===== src/odith_pkg.sv =====
// Shared types and constants for the ordered-dither RGB888 to RGB565 converter.
// Used by the front, queue, back and top-level modules; no dependencies.
package odith_pkg;

	localparam int MAX_WIDTH_DEF  = 4096;
	localparam int MAX_HEIGHT_DEF = 4096;

	localparam int CFG_DATA_W  = 13;
	localparam int CFG_INDEX_W = 1;

	localparam logic [CFG_INDEX_W-1:0] REG_FRAME_WIDTH  = 1'd0;
	localparam logic [CFG_INDEX_W-1:0] REG_FRAME_HEIGHT = 1'd1;

	localparam logic [CFG_DATA_W-1:0] FRAME_WIDTH_RST  = 13'd256;
	localparam logic [CFG_DATA_W-1:0] FRAME_HEIGHT_RST = 13'd240;

	localparam int QUEUE_DEPTH = 2;

	// 4x4 Bayer thresholds, indexed by {row[1:0], col[1:0]}
	localparam logic [3:0] BAYER_TAB [0:15] = '{
		4'd0,  4'd8,  4'd2,  4'd10,
		4'd12, 4'd4,  4'd14, 4'd6,
		4'd3,  4'd11, 4'd1,  4'd9,
		4'd15, 4'd7,  4'd13, 4'd5
	};

	typedef struct packed {
		logic [7:0] red;
		logic [7:0] green;
		logic [7:0] blue;
		logic [3:0] thresh;
		logic       last;
	} item_t;

endpackage


===== src/odith_front.sv =====
// Front end: configuration registers, raster counters, Bayer threshold lookup.
// Tags each accepted pixel and pushes it into the queue. Uses odith_pkg.
module odith_front #(
	parameter int MAX_WIDTH  = odith_pkg::MAX_WIDTH_DEF,
	parameter int MAX_HEIGHT = odith_pkg::MAX_HEIGHT_DEF
) (
	input  logic                               clk,
	input  logic                               arst_n,
	input  logic                               cfg_we,
	input  logic [odith_pkg::CFG_INDEX_W-1:0]  cfg_index,
	input  logic [odith_pkg::CFG_DATA_W-1:0]   cfg_data,
	input  logic                               pix_valid,
	input  logic                               queue_full,
	input  logic [7:0]                         red_in,
	input  logic [7:0]                         green_in,
	input  logic [7:0]                         blue_in,
	output logic                               push,
	output odith_pkg::item_t                   push_item
);

	localparam int CW  = $clog2(MAX_WIDTH);
	localparam int RW  = $clog2(MAX_HEIGHT);
	localparam int SWC = ((odith_pkg::CFG_DATA_W > CW) ? odith_pkg::CFG_DATA_W : CW) + 1;
	localparam int SWR = ((odith_pkg::CFG_DATA_W > RW) ? odith_pkg::CFG_DATA_W : RW) + 1;

	logic [odith_pkg::CFG_DATA_W-1:0] frame_width_q;
	logic [odith_pkg::CFG_DATA_W-1:0] frame_height_q;
	logic [CW-1:0]                    col_q;
	logic [RW-1:0]                    row_q;

	logic [SWC-1:0] w_ext;
	logic [SWC-1:0] col_lastidx;
	logic [SWR-1:0] h_ext;
	logic [SWR-1:0] row_lastidx;
	logic           last_col;
	logic           last_row;

	always_ff @(posedge clk or negedge arst_n) begin
		if (!arst_n) begin
			frame_width_q  <= odith_pkg::FRAME_WIDTH_RST;
			frame_height_q <= odith_pkg::FRAME_HEIGHT_RST;
		end else if (cfg_we) begin
			case (cfg_index)
				odith_pkg::REG_FRAME_WIDTH:  frame_width_q  <= cfg_data;
				odith_pkg::REG_FRAME_HEIGHT: frame_height_q <= cfg_data;
				default: ;
			endcase
		end
	end

	// last valid index after clamping the size into 1..MAX
	always_comb begin
		w_ext = SWC'(frame_width_q);
		if (w_ext == '0) begin
			col_lastidx = '0;
		end else if (w_ext > SWC'(MAX_WIDTH)) begin
			col_lastidx = SWC'(MAX_WIDTH) - SWC'(1);
		end else begin
			col_lastidx = w_ext - SWC'(1);
		end
		h_ext = SWR'(frame_height_q);
		if (h_ext == '0) begin
			row_lastidx = '0;
		end else if (h_ext > SWR'(MAX_HEIGHT)) begin
			row_lastidx = SWR'(MAX_HEIGHT) - SWR'(1);
		end else begin
			row_lastidx = h_ext - SWR'(1);
		end
	end

	assign last_col = (SWC'(col_q) >= col_lastidx);
	assign last_row = (SWR'(row_q) >= row_lastidx);

	assign push = pix_valid && !queue_full;

	always_comb begin
		push_item.red    = red_in;
		push_item.green  = green_in;
		push_item.blue   = blue_in;
		push_item.thresh = odith_pkg::BAYER_TAB[{row_q[1:0], col_q[1:0]}];
		push_item.last   = last_col && last_row;
	end

	always_ff @(posedge clk or negedge arst_n) begin
		if (!arst_n) begin
			col_q <= '0;
			row_q <= '0;
		end else if (push) begin
			if (last_col) begin
				col_q <= '0;
				row_q <= last_row ? '0 : row_q + RW'(1);
			end else begin
				col_q <= col_q + CW'(1);
			end
		end
	end

`ifndef SYNTH
	a_wrap_on_last: assert property (@(posedge clk) disable iff (!arst_n)
		(push && push_item.last) |=> (col_q == '0 && row_q == '0))
		else $error("counters did not wrap after last pixel of frame");
`endif

endmodule


===== src/odith_fifo.sv =====
// Short queue between front and back so each side stalls on its own.
// Holds tagged pixels of type odith_pkg::item_t.
module odith_fifo #(
	parameter int DEPTH = odith_pkg::QUEUE_DEPTH
) (
	input  logic             clk,
	input  logic             arst_n,
	input  logic             push,
	input  odith_pkg::item_t push_item,
	output logic             full,
	input  logic             pop,
	output logic             pop_valid,
	output odith_pkg::item_t pop_item
);

	localparam int AW = (DEPTH > 1) ? $clog2(DEPTH) : 1;
	localparam int NW = $clog2(DEPTH + 1);

	odith_pkg::item_t mem_q [DEPTH];
	logic [AW-1:0]    wr_ptr_q;
	logic [AW-1:0]    rd_ptr_q;
	logic [NW-1:0]    count_q;

	assign full      = (count_q == NW'(DEPTH));
	assign pop_valid = (count_q != '0);
	assign pop_item  = mem_q[rd_ptr_q];

	always_ff @(posedge clk) begin
		if (push) begin
			mem_q[wr_ptr_q] <= push_item;
		end
	end

	always_ff @(posedge clk or negedge arst_n) begin
		if (!arst_n) begin
			wr_ptr_q <= '0;
			rd_ptr_q <= '0;
			count_q  <= '0;
		end else begin
			if (push) begin
				wr_ptr_q <= (wr_ptr_q == AW'(DEPTH - 1)) ? '0 : wr_ptr_q + AW'(1);
			end
			if (pop) begin
				rd_ptr_q <= (rd_ptr_q == AW'(DEPTH - 1)) ? '0 : rd_ptr_q + AW'(1);
			end
			case ({push, pop})
				2'b10:   count_q <= count_q + NW'(1);
				2'b01:   count_q <= count_q - NW'(1);
				default: count_q <= count_q;
			endcase
		end
	end

`ifndef SYNTH
	a_no_overfill: assert property (@(posedge clk) disable iff (!arst_n)
		count_q <= NW'(DEPTH))
		else $error("queue count above depth");
	a_drain: assert property (@(posedge clk) disable iff (!arst_n)
		(pop && !push && count_q == NW'(1)) |=> !pop_valid)
		else $error("queue not empty after popping its only entry");
`endif

endmodule


===== src/odith_back.sv =====
// Back end: two-stage quantizer. Stage 1 forms the scaled channel sums,
// stage 2 divides by 255, saturates green and packs RGB565. Uses odith_pkg.
module odith_back (
	input  logic             clk,
	input  logic             arst_n,
	input  logic             q_valid,
	input  odith_pkg::item_t q_item,
	output logic             pop,
	output logic             res_valid,
	input  logic             res_stall,
	output logic [15:0]      pixel_565,
	output logic             frame_last
);

	logic        valid_s1;
	logic [12:0] sum_r_s1;
	logic [14:0] sum_g_s1;
	logic [12:0] sum_b_s1;
	logic        last_s1;

	logic        valid_s2;
	logic [15:0] pixel_s2;
	logic        last_s2;

	logic        adv;
	logic [7:0]  qr;
	logic [7:0]  qg;
	logic [7:0]  qb;
	logic [5:0]  g6;

	// floor(x / 255) for x below 32768
	function automatic logic [7:0] div255(input logic [14:0] x);
		logic [15:0] y;
		y = 16'(x) + 16'(x[14:8]) + 16'd1;
		return y[15:8];
	endfunction

	assign adv = !valid_s2 || !res_stall;
	assign pop = q_valid && adv;

	always_ff @(posedge clk or negedge arst_n) begin
		if (!arst_n) begin
			valid_s1 <= 1'b0;
			valid_s2 <= 1'b0;
		end else if (adv) begin
			valid_s1 <= pop;
			valid_s2 <= valid_s1;
		end
	end

	always_ff @(posedge clk) begin
		if (adv) begin
			sum_r_s1 <= 13'(q_item.red) * 13'd31 + 13'({q_item.thresh, 4'b0}) + 13'd8;
			sum_g_s1 <= 15'(q_item.green) * 15'd63 + 15'({q_item.thresh, 5'b0}) + 15'd16;
			sum_b_s1 <= 13'(q_item.blue) * 13'd31 + 13'({q_item.thresh, 4'b0}) + 13'd8;
			last_s1  <= q_item.last;
		end
	end

	assign qr = div255(15'(sum_r_s1));
	assign qg = div255(sum_g_s1);
	assign qb = div255(15'(sum_b_s1));
	// green can reach 64 at the top of the range: clip
	assign g6 = (qg > 8'd63) ? 6'd63 : qg[5:0];

	always_ff @(posedge clk) begin
		if (adv) begin
			pixel_s2 <= {qr[4:0], g6, qb[4:0]};
			last_s2  <= last_s1;
		end
	end

	assign res_valid  = valid_s2;
	assign pixel_565  = pixel_s2;
	assign frame_last = last_s2;

`ifndef SYNTH
	a_hold_s1: assert property (@(posedge clk) disable iff (!arst_n)
		(res_valid && res_stall) |-> (!pop ##1 $stable(valid_s1)))
		else $error("stage 1 moved while output stalled");
`endif

endmodule


===== src/ordered_dither_rgb888_to_rgb565.sv =====
// Ordered-dither (4x4 Bayer) RGB888 to RGB565 converter, raster-order stream.
// Throughput: one pixel per cycle while res_stall is low; the 2-entry queue and the two
// quantizer stages each move one item a cycle unless the output stalls. Path: queue write
// at the input transfer, then sum stage, then divide/pack stage drives res_valid.
// Reset: counters to 0, frame_width 256, frame_height 240, queue and pipe empty.
module ordered_dither_rgb888_to_rgb565 #(
	parameter int MAX_WIDTH  = odith_pkg::MAX_WIDTH_DEF,
	parameter int MAX_HEIGHT = odith_pkg::MAX_HEIGHT_DEF
) (
	input  logic                               clk,
	input  logic                               arst_n,
	input  logic                               cfg_we,
	input  logic [odith_pkg::CFG_INDEX_W-1:0]  cfg_index,
	input  logic [odith_pkg::CFG_DATA_W-1:0]   cfg_data,
	input  logic                               pix_valid,
	output logic                               pix_stall,
	input  logic [7:0]                         red_in,
	input  logic [7:0]                         green_in,
	input  logic [7:0]                         blue_in,
	output logic                               res_valid,
	input  logic                               res_stall,
	output logic [15:0]                        pixel_565,
	output logic                               frame_last
);

	logic             push;
	odith_pkg::item_t push_item;
	logic             full;
	logic             pop;
	logic             q_valid;
	odith_pkg::item_t q_item;

	assign pix_stall = full;

	odith_front #(
		.MAX_WIDTH  (MAX_WIDTH),
		.MAX_HEIGHT (MAX_HEIGHT)
	) u_front (
		.clk        (clk),
		.arst_n     (arst_n),
		.cfg_we     (cfg_we),
		.cfg_index  (cfg_index),
		.cfg_data   (cfg_data),
		.pix_valid  (pix_valid),
		.queue_full (full),
		.red_in     (red_in),
		.green_in   (green_in),
		.blue_in    (blue_in),
		.push       (push),
		.push_item  (push_item)
	);

	odith_fifo #(
		.DEPTH (odith_pkg::QUEUE_DEPTH)
	) u_fifo (
		.clk       (clk),
		.arst_n    (arst_n),
		.push      (push),
		.push_item (push_item),
		.full      (full),
		.pop       (pop),
		.pop_valid (q_valid),
		.pop_item  (q_item)
	);

	odith_back u_back (
		.clk        (clk),
		.arst_n     (arst_n),
		.q_valid    (q_valid),
		.q_item     (q_item),
		.pop        (pop),
		.res_valid  (res_valid),
		.res_stall  (res_stall),
		.pixel_565  (pixel_565),
		.frame_last (frame_last)
	);

endmodule


===== config.mk =====
export PLATFORM = sky130hd
export DESIGN_NAME = ordered_dither_rgb888_to_rgb565
export DESIGN_NICKNAME = d
export VERILOG_FILES = /design/src/odith_pkg.sv /design/src/odith_front.sv /design/src/odith_fifo.sv /design/src/odith_back.sv /design/src/ordered_dither_rgb888_to_rgb565.sv
export SDC_FILE = /design/constraint.sdc
export NUM_CORES = 1
export LEC_CHECK = 0
export BUFFER_PORTS_ARGS = -buffer_cell sky130_fd_sc_hd__buf_2
export CAP_MARGIN = 20
export CORE_MARGIN = 5
export CORE_UTILIZATION = 55
export CTS_BUF_LIST = sky130_fd_sc_hd__clkbuf_8
export DETAILED_ROUTE_END_ITERATION = 8
export PLACE_DENSITY = 0.8
export SETUP_SLACK_MARGIN = 0.05
export SLEW_MARGIN = 30
export SYNTH_ARGS = -nofsm -noshare
export SYNTH_HDL_FRONTEND = slang
export SYNTH_SLANG_ARGS = --single-unit

===== constraint.sdc =====
create_clock -name clk -period 6.65 [get_ports clk]
set_input_delay 0 -clock clk [delete_from_list [all_inputs] [get_ports clk]]
set_output_delay 0 -clock clk [all_outputs]
set_load 0.01 [all_outputs]

==> results of run 1 <==
[routing by layer]
layer  GRT usage (%)  routed length, um
met1            22.1               8780
met2            33.9              11300
met3            3.26                564
met4            5.89                352
met5               0                  0
[layout make-up]
type | count | area [sq um]
timing repair buffer | 110 | 796
inverter | 129 | 484
clock inverter | 14 | 180
fill | 1526 | 7460
clock buffer | 18 | 248
tap | 270 | 338
multi-input combinational | 656 | 5940
sequential | 173 | 4920
[worst paths after layout]
path	from	end	slack, ns	cells past startpoint
min in group asynchronous	arst_n	u_front.frame_width_q[5]$_DFFE_PN0P_	0.19	3
worst min register to register	u_back.valid_s1$_DFFE_PN0N_	u_back.res_valid$_DFFE_PN0N_	0.47	1
max in group asynchronous	arst_n	u_front.row_q[7]$_DFFE_PN0P_	6.00	3
worst max-delay path	u_fifo.rd_ptr_q$_DFFE_PN0P_	u_back.sum_g_s1[13]$_DFFE_PN_	0.96	15
worst min-delay path	cfg_we	u_front.frame_width_q[3]$_DFFE_PN0P_	0.16	3
worst max register to register	u_fifo.rd_ptr_q$_DFFE_PN0P_	u_back.sum_g_s1[13]$_DFFE_PN_	0.96	15
[cells by family (layout without fill, tap and decap cells)]
kind of cell / count (synthesis) / in the layout / synth area share (%)
and+or+nand+nor: 216 / 216 / 9.50
adders and majority gates: 185 / 185 / 24.7
DFF: 173 / 173 / 43.1
buffers and inverters: 147 / 271 / 4.99
AOI/OAI and AO/OA: 139 / 139 / 7.91
xor gates and xnor gates: 61 / 61 / 4.68
muxes: 55 / 55 / 5.12
[Yosys cell counts, types with 4 or more instances]
master / number
and3_1: 13
dfstp_2: 5
o21a_1: 9
and2_1: 7
clkbuf_1: 12
a21oi_1: 32
nand2b_1: 7
o21ai_0: 43
xnor2_1: 36
nor2_1: 53
xor2_1: 25
mux2i_1: 28
inv_1: 128
fa_1: 68
nor3_1: 17
or4_1: 6
a21o_1: 13
edfxtp_1: 117
a221o_1: 4
dfrtp_1: 51
or2_2: 4
a22o_1: 11
nand2_1: 54
nand3_1: 14
nor2b_1: 15
mux2_2: 27
nand4_1: 10
ha_1: 117
[through the flow]
step                      setup slack [ns]  utilization [%]  cells  instance area (sq um)
after floorplan                      0.881                -    976                  11400
after global placement                1.17             59.1   1294                  12000
after detailed placement             0.988             59.1   1294                  12000
after CTS                            0.965             63.4   1370                  12900
after global routing                 0.608             63.4   1370                  12900
final                                0.956             63.4   1370                  12900
[state kept, by name (all words and copies together), names as in the netlist]
name,count
u_back.frame_last,1
u_back.last_s1,1
u_back.pixel_565,16
u_back.res_valid,1
u_back.sum_b_s1,13
u_back.sum_g_s1,15
u_back.sum_r_s1,13
u_back.valid_s1,1
u_fifo.count_q,2
u_fifo.mem_q,58
u_fifo.rd_ptr_q,1
u_fifo.wr_ptr_q,1
u_front.col_q,12
u_front.frame_height_q,13
u_front.frame_width_q,13
u_front.row_q,12
[repair_timing]
action,CTS,global route
hold buffers,44,0
buffers inserted,0,0
hold endpoints to repair,126,0
[worst max-delay path, delay by kind of cell, from the launching register on]
kind	cells	cell delay [ns]
buffers and inverters	3	0.29
AND/OR/NAND/NOR	1	0.47
AO/OA/AOI/OAI	4	0.84
flip-flops	1	0.83
adder cells (fa/ha/maj)	5	2.41
multiplexers	1	0.53
XOR/XNOR	1	0.08
==> results.md, run 1 <==
* Num CTS Buffers at 17
* Hold slack at 0.164 ns
* Clock insertion delay at the later pin of the skew report at 0.47 ns
* Dpl hpwl at 15400 um
* Synth area leaders: edfxtp_1, ha_1, fa_1
* Fin. max-slew vios at 0
* Maximum number of pins on one net before global-route repair at 62
* Post-cts resize count at 0
* Area grow syn2layout at 13.0%
* Share of layout cells above drive strength 1 at 13.4%
* Final antenna-violating net count at 0
* Post-synth top area share at 30.8%
* CTS Buffer Depth at 2
* Crit path cell chain: mux2i_1, inv_1, fa_1, inv_1, fa_1, fa_1, fa_1, inv_1, ha_1, a21oi_1, o21ai_0, or4_1, a41o_1, a21oi_1, xnor2_1
* Placement row count at 52
* CP endpoint kind: flip-flop
* Avg WL per Cell at 15.3 um
* H-tree levels at 4
* Most numerous cell on the critical path: fa_1
* Worst hold-check path type: input pin to flip-flop
* Fmax at 176 MHz
* CP Launch Type: flip-flop
* Gp weighted congestion at 0.809
* Number of synthesized register bits at 173
* Die ar. at 23800 sq um
* Nets at 1315
* Residual DRC at 0
* Initial DRT Pass Iterations at 4
* Gr usage total at 18.5%
* Initial Util at 56.1%
* Relative slew slack at 46.6%
* IO buf count at 61
* Syn Area/Cell at 11.7 sq um
* Fin. Hold Viols at 0
* Post-synthesis sequential area ratio at 43.1%
* Asr flop ratio synth at 32.4%
* CTS sink count at 173
* Commonest non-fill, non-tap cell in the layout: inv_1
* Commonest cells after routing, fill and taps aside: inv_1, ha_1, edfxtp_1
* CTS tree: yes
* Crit path DAT at 5.91 ns
* Status: finished, final reports clean
* RSZ-0062 raised after global routing: no
* Synth Flop Type: edfxtp_1
* Clk_skew at 0.0191 ns
* Initial antenna violation count at 0
* First-pass GRT wire length at 35900 um
* Endpoints failing setup at 0
* GRT overflow at 0
* Fin crit share at 85.6%
* Drt first-iter violations at 390
* Root buffer cell: clkbuf_8
* Post-synth EDFFs at 117
* Minimum clock period after layout at 5.69 ns
* Ys Warns at 0
* Leading area contributor after synthesis: edfxtp_1
* Core area at 20400 sq um
* Setup total negative slack at 0 ns
* Die W at 154 um
* Vias per inst at 5.31
* WP data required at 6.87 ns
* DR vias at 7277
* CP max FO at 13
* Max cap viols at 0
* Critical-path top delay cell: dfrtp_1
* Crit Path Category: flip-flop to flip-flop
* Synthesized area at 11400 sq um
* Clock transition at path regs at 0.10 ns
* Die Ht at 154 um
* Number of global-route vias before repair at 7532
* IO Pins at 62
* Final WL at 21000 um
* Syn Inst Count at 976
* Max incr delay on CP at 0.83 ns
* Synth unique cells at 60
* Syn_nets at 1204
* # diodes at 0
* Slew of the pin with the lowest slew margin at 0.779 ns
Power of run 1 is left out: the tool's default activity adds up to more than one toggle a clock period on the data nets, which glitch-free logic cannot reach.
==> run 2, diff against run 1 <==
==> constraint.sdc (replaced) <==
create_clock -name clk -period 6.65 [get_ports clk]
set_input_delay 1.6625 -clock clk [delete_from_list [all_inputs] [get_ports clk]]
set_output_delay 1.6625 -clock clk [all_outputs]
set_load 0.01 [all_outputs]
==> run 2 against run 1 <==
  * Sequential share of layout area rose by 1.3 points
  * Cell count decreased by 3.2%
  * Fmax rose by 0.23%
  * Wire length shrank 4.6%
  * Critical path type unchanged
  * Via count is 2.7% lower
  * Register-to-register slack about the same
  * Count of clock-buffer cells in the layout did not move
  * Critical path depth unchanged
  * Critical endpoint unchanged
  * Global-route usage fell by 0.89 points
==> results.md, run 2 (synthesized netlist as in run 1, its figures left out) <==
* WP data required at 6.87 ns (about the same)
* First-pass GRT wire length at 34200 um (was 35900 um)
* CTS tree: yes (unchanged)
* Endpoints failing setup at 0 (unchanged)
* Num CTS Buffers at 17 (unchanged)
* Fin crit share at 85.4% (was 85.6%)
* Vias per inst at 5.34 (was 5.31)
* Fill cell count at 1583 (was 1526)
* CP Launch Type: flip-flop (unchanged)
* Crit Path Category: flip-flop to flip-flop (unchanged)
* CTS hold repair buffers at 0 (was 44)
* Fin. max-slew vios at 0 (unchanged)
* Post-cts resize count at 0 (unchanged)
* Clock transition at path regs at 0.09 ns (was 0.10 ns)
* Largest Register: u_fifo.mem_q (unchanged)
* Nets at 1271 (was 1315)
* Dpl hpwl at 15400 um (unchanged)
* Worst hold-check path type: flip-flop to flip-flop (was input pin to flip-flop)
* Final antenna-violating net count at 0 (unchanged)
* Commonest non-fill, non-tap cell in the layout: inv_1 (unchanged)
* IO buf count at 61 (unchanged)
* Core area at 20400 sq um (unchanged)
* Root buffer cell: clkbuf_8 (unchanged)
* Most numerous cell on the critical path: fa_1 (unchanged)
* CP max FO at 13 (unchanged)
* IO Pins at 62 (unchanged)
* Maximum number of pins on one net before global-route repair at 62 (unchanged)
* Placement row count at 52 (unchanged)
* Number of global-route vias before repair at 7221 (was 7532)
* Setup total negative slack at 0 ns (unchanged)
* Clock insertion delay at the later pin of the skew report at 0.48 ns (was 0.47 ns)
* Max FFs per register at 58 (unchanged)
* Fin. Hold Viols at 0 (unchanged)
* Gr usage total at 17.6% (was 18.5%)
* Commonest cells after routing, fill and taps aside: inv_1, ha_1, edfxtp_1 (unchanged)
* # diodes at 0 (unchanged)
* Max cap viols at 0 (unchanged)
* Critical-path top delay cell: dfrtp_1 (unchanged)
* Slew of the pin with the lowest slew margin at 0.778 ns (was 0.779 ns)
* Initial Util at 56.1% (unchanged)
* Post-CTS Setup Inserts at 0 (unchanged)
* Share of layout cells above drive strength 1 at 13.9% (was 13.4%)
* Final WL at 20100 um (was 21000 um)
* H-tree levels at 4 (unchanged)
* CTS sink count at 173 (unchanged)
* CTS Buffer Depth at 2 (unchanged)
* Residual DRC at 0 (unchanged)
* CP endpoint kind: flip-flop (unchanged)
* Clk_skew at 0.0199 ns (was 0.0191 ns)
* Max incr delay on CP at 0.81 ns (was 0.83 ns)
* Crit path DAT at 5.90 ns (was 5.91 ns)
* Relative slew slack at 46.6% (about the same)
* Crit path cell chain: mux2i_1, inv_1, fa_1, inv_1, fa_1, fa_1, fa_1, inv_1, ha_1, a21oi_1, o21ai_0, or4_1, a41o_1, a21oi_1, xnor2_1 (unchanged)
* Status: finished, final reports clean (unchanged)
* GRT overflow at 0 (unchanged)
* DR vias at 7079 (was 7277)
* Area grow syn2layout at 9.15% (was 13.0%)
* Drt first-iter violations at 341 (was 390)
* Avg WL per Cell at 15.1 um (was 15.3 um)
* RSZ-0062 raised after global routing: no (unchanged)
* Fmax at 176 MHz (about the same)
* Die ar. at 23800 sq um (unchanged)
* Initial DRT Pass Iterations at 5 (was 4)
* Initial antenna violation count at 0 (unchanged)
* Gp weighted congestion at 0.809 (unchanged)
* Minimum clock period after layout at 5.68 ns (was 5.69 ns)
* Die Ht at 154 um (unchanged)
* Die W at 154 um (unchanged)
## run 2: cell types whose count changed in the layout (fill, tap and decap cells not counted), sizes merged
cell / before / now
dlygate4sd3: 44 / 0
## run 2: worst paths after layout
check                           slack [ns]                              endpoint  cells past startpoint                         from
max in group asynchronous             4.89          u_front.row_q[7]$_DFFE_PN0P_                      2                       arst_n
min in group asynchronous             1.31  u_front.frame_width_q[5]$_DFFE_PN0P_                      2                       arst_n
worst min-delay path                  0.47          u_back.res_valid$_DFFE_PN0N_                      1  u_back.valid_s1$_DFFE_PN0N_
worst max register to register        0.97         u_back.sum_g_s1[13]$_DFFE_PN_                     15  u_fifo.rd_ptr_q$_DFFE_PN0P_
worst min register to register        0.47          u_back.res_valid$_DFFE_PN0N_                      1  u_back.valid_s1$_DFFE_PN0N_
worst max-delay path                  0.97         u_back.sum_g_s1[13]$_DFFE_PN_                     15  u_fifo.rd_ptr_q$_DFFE_PN0P_
## run 2: final cells by class
class	instances	area [sq um]	area share [%]
multi-input combinational	656	5940	47.7
sequential	173	4920	39.5
inverter	129	484	3.88
timing repair buffer	66	355	2.85
tap	270	338	2.71
clock buffer	18	248	1.99
clock inverter	14	180	1.45
## run 2: per-stage QoR
step,utilization [%],hold WS (ns),setup slack (ns),instance area [sq um],cells
6_report,61.2,0.469,0.969,12500,1326
5_1_grt,61.2,0.470,0.617,12500,1326
4_1_cts,61.2,0.476,0.965,12500,1326
3_5_place_dp,59.1,0.451,0.988,12000,1294
3_3_place_gp,59.1,0.443,1.17,12000,1294
2_1_floorplan,-,0.400,0.881,11400,976
## run 2: routing by layer
metal | GRT usage (%) | share of wire, % | vias up
li1 | - | - | 3521
met1 | 21.5 | 42 | 3422
met2 | 32.1 | 53 | 110
met3 | 2.95 | 2.7 | 26
met4 | 5.30 | 1.8 | 0
met5 | 0 | 0 | -
## run 2: worst max-delay path, delay by kind of cell (launching register included)
| kind | cells | cell delay (ns) |
|---|---|---|
| flops | 1 | 0.81 |
| mux | 1 | 0.53 |
| xor+xnor | 1 | 0.08 |
| simple gates | 1 | 0.47 |
| fa+ha+maj | 5 | 2.41 |
| compound gates | 4 | 0.84 |
| buf+inv | 3 | 0.29 |
Power of run 2 is left out for the same reason.
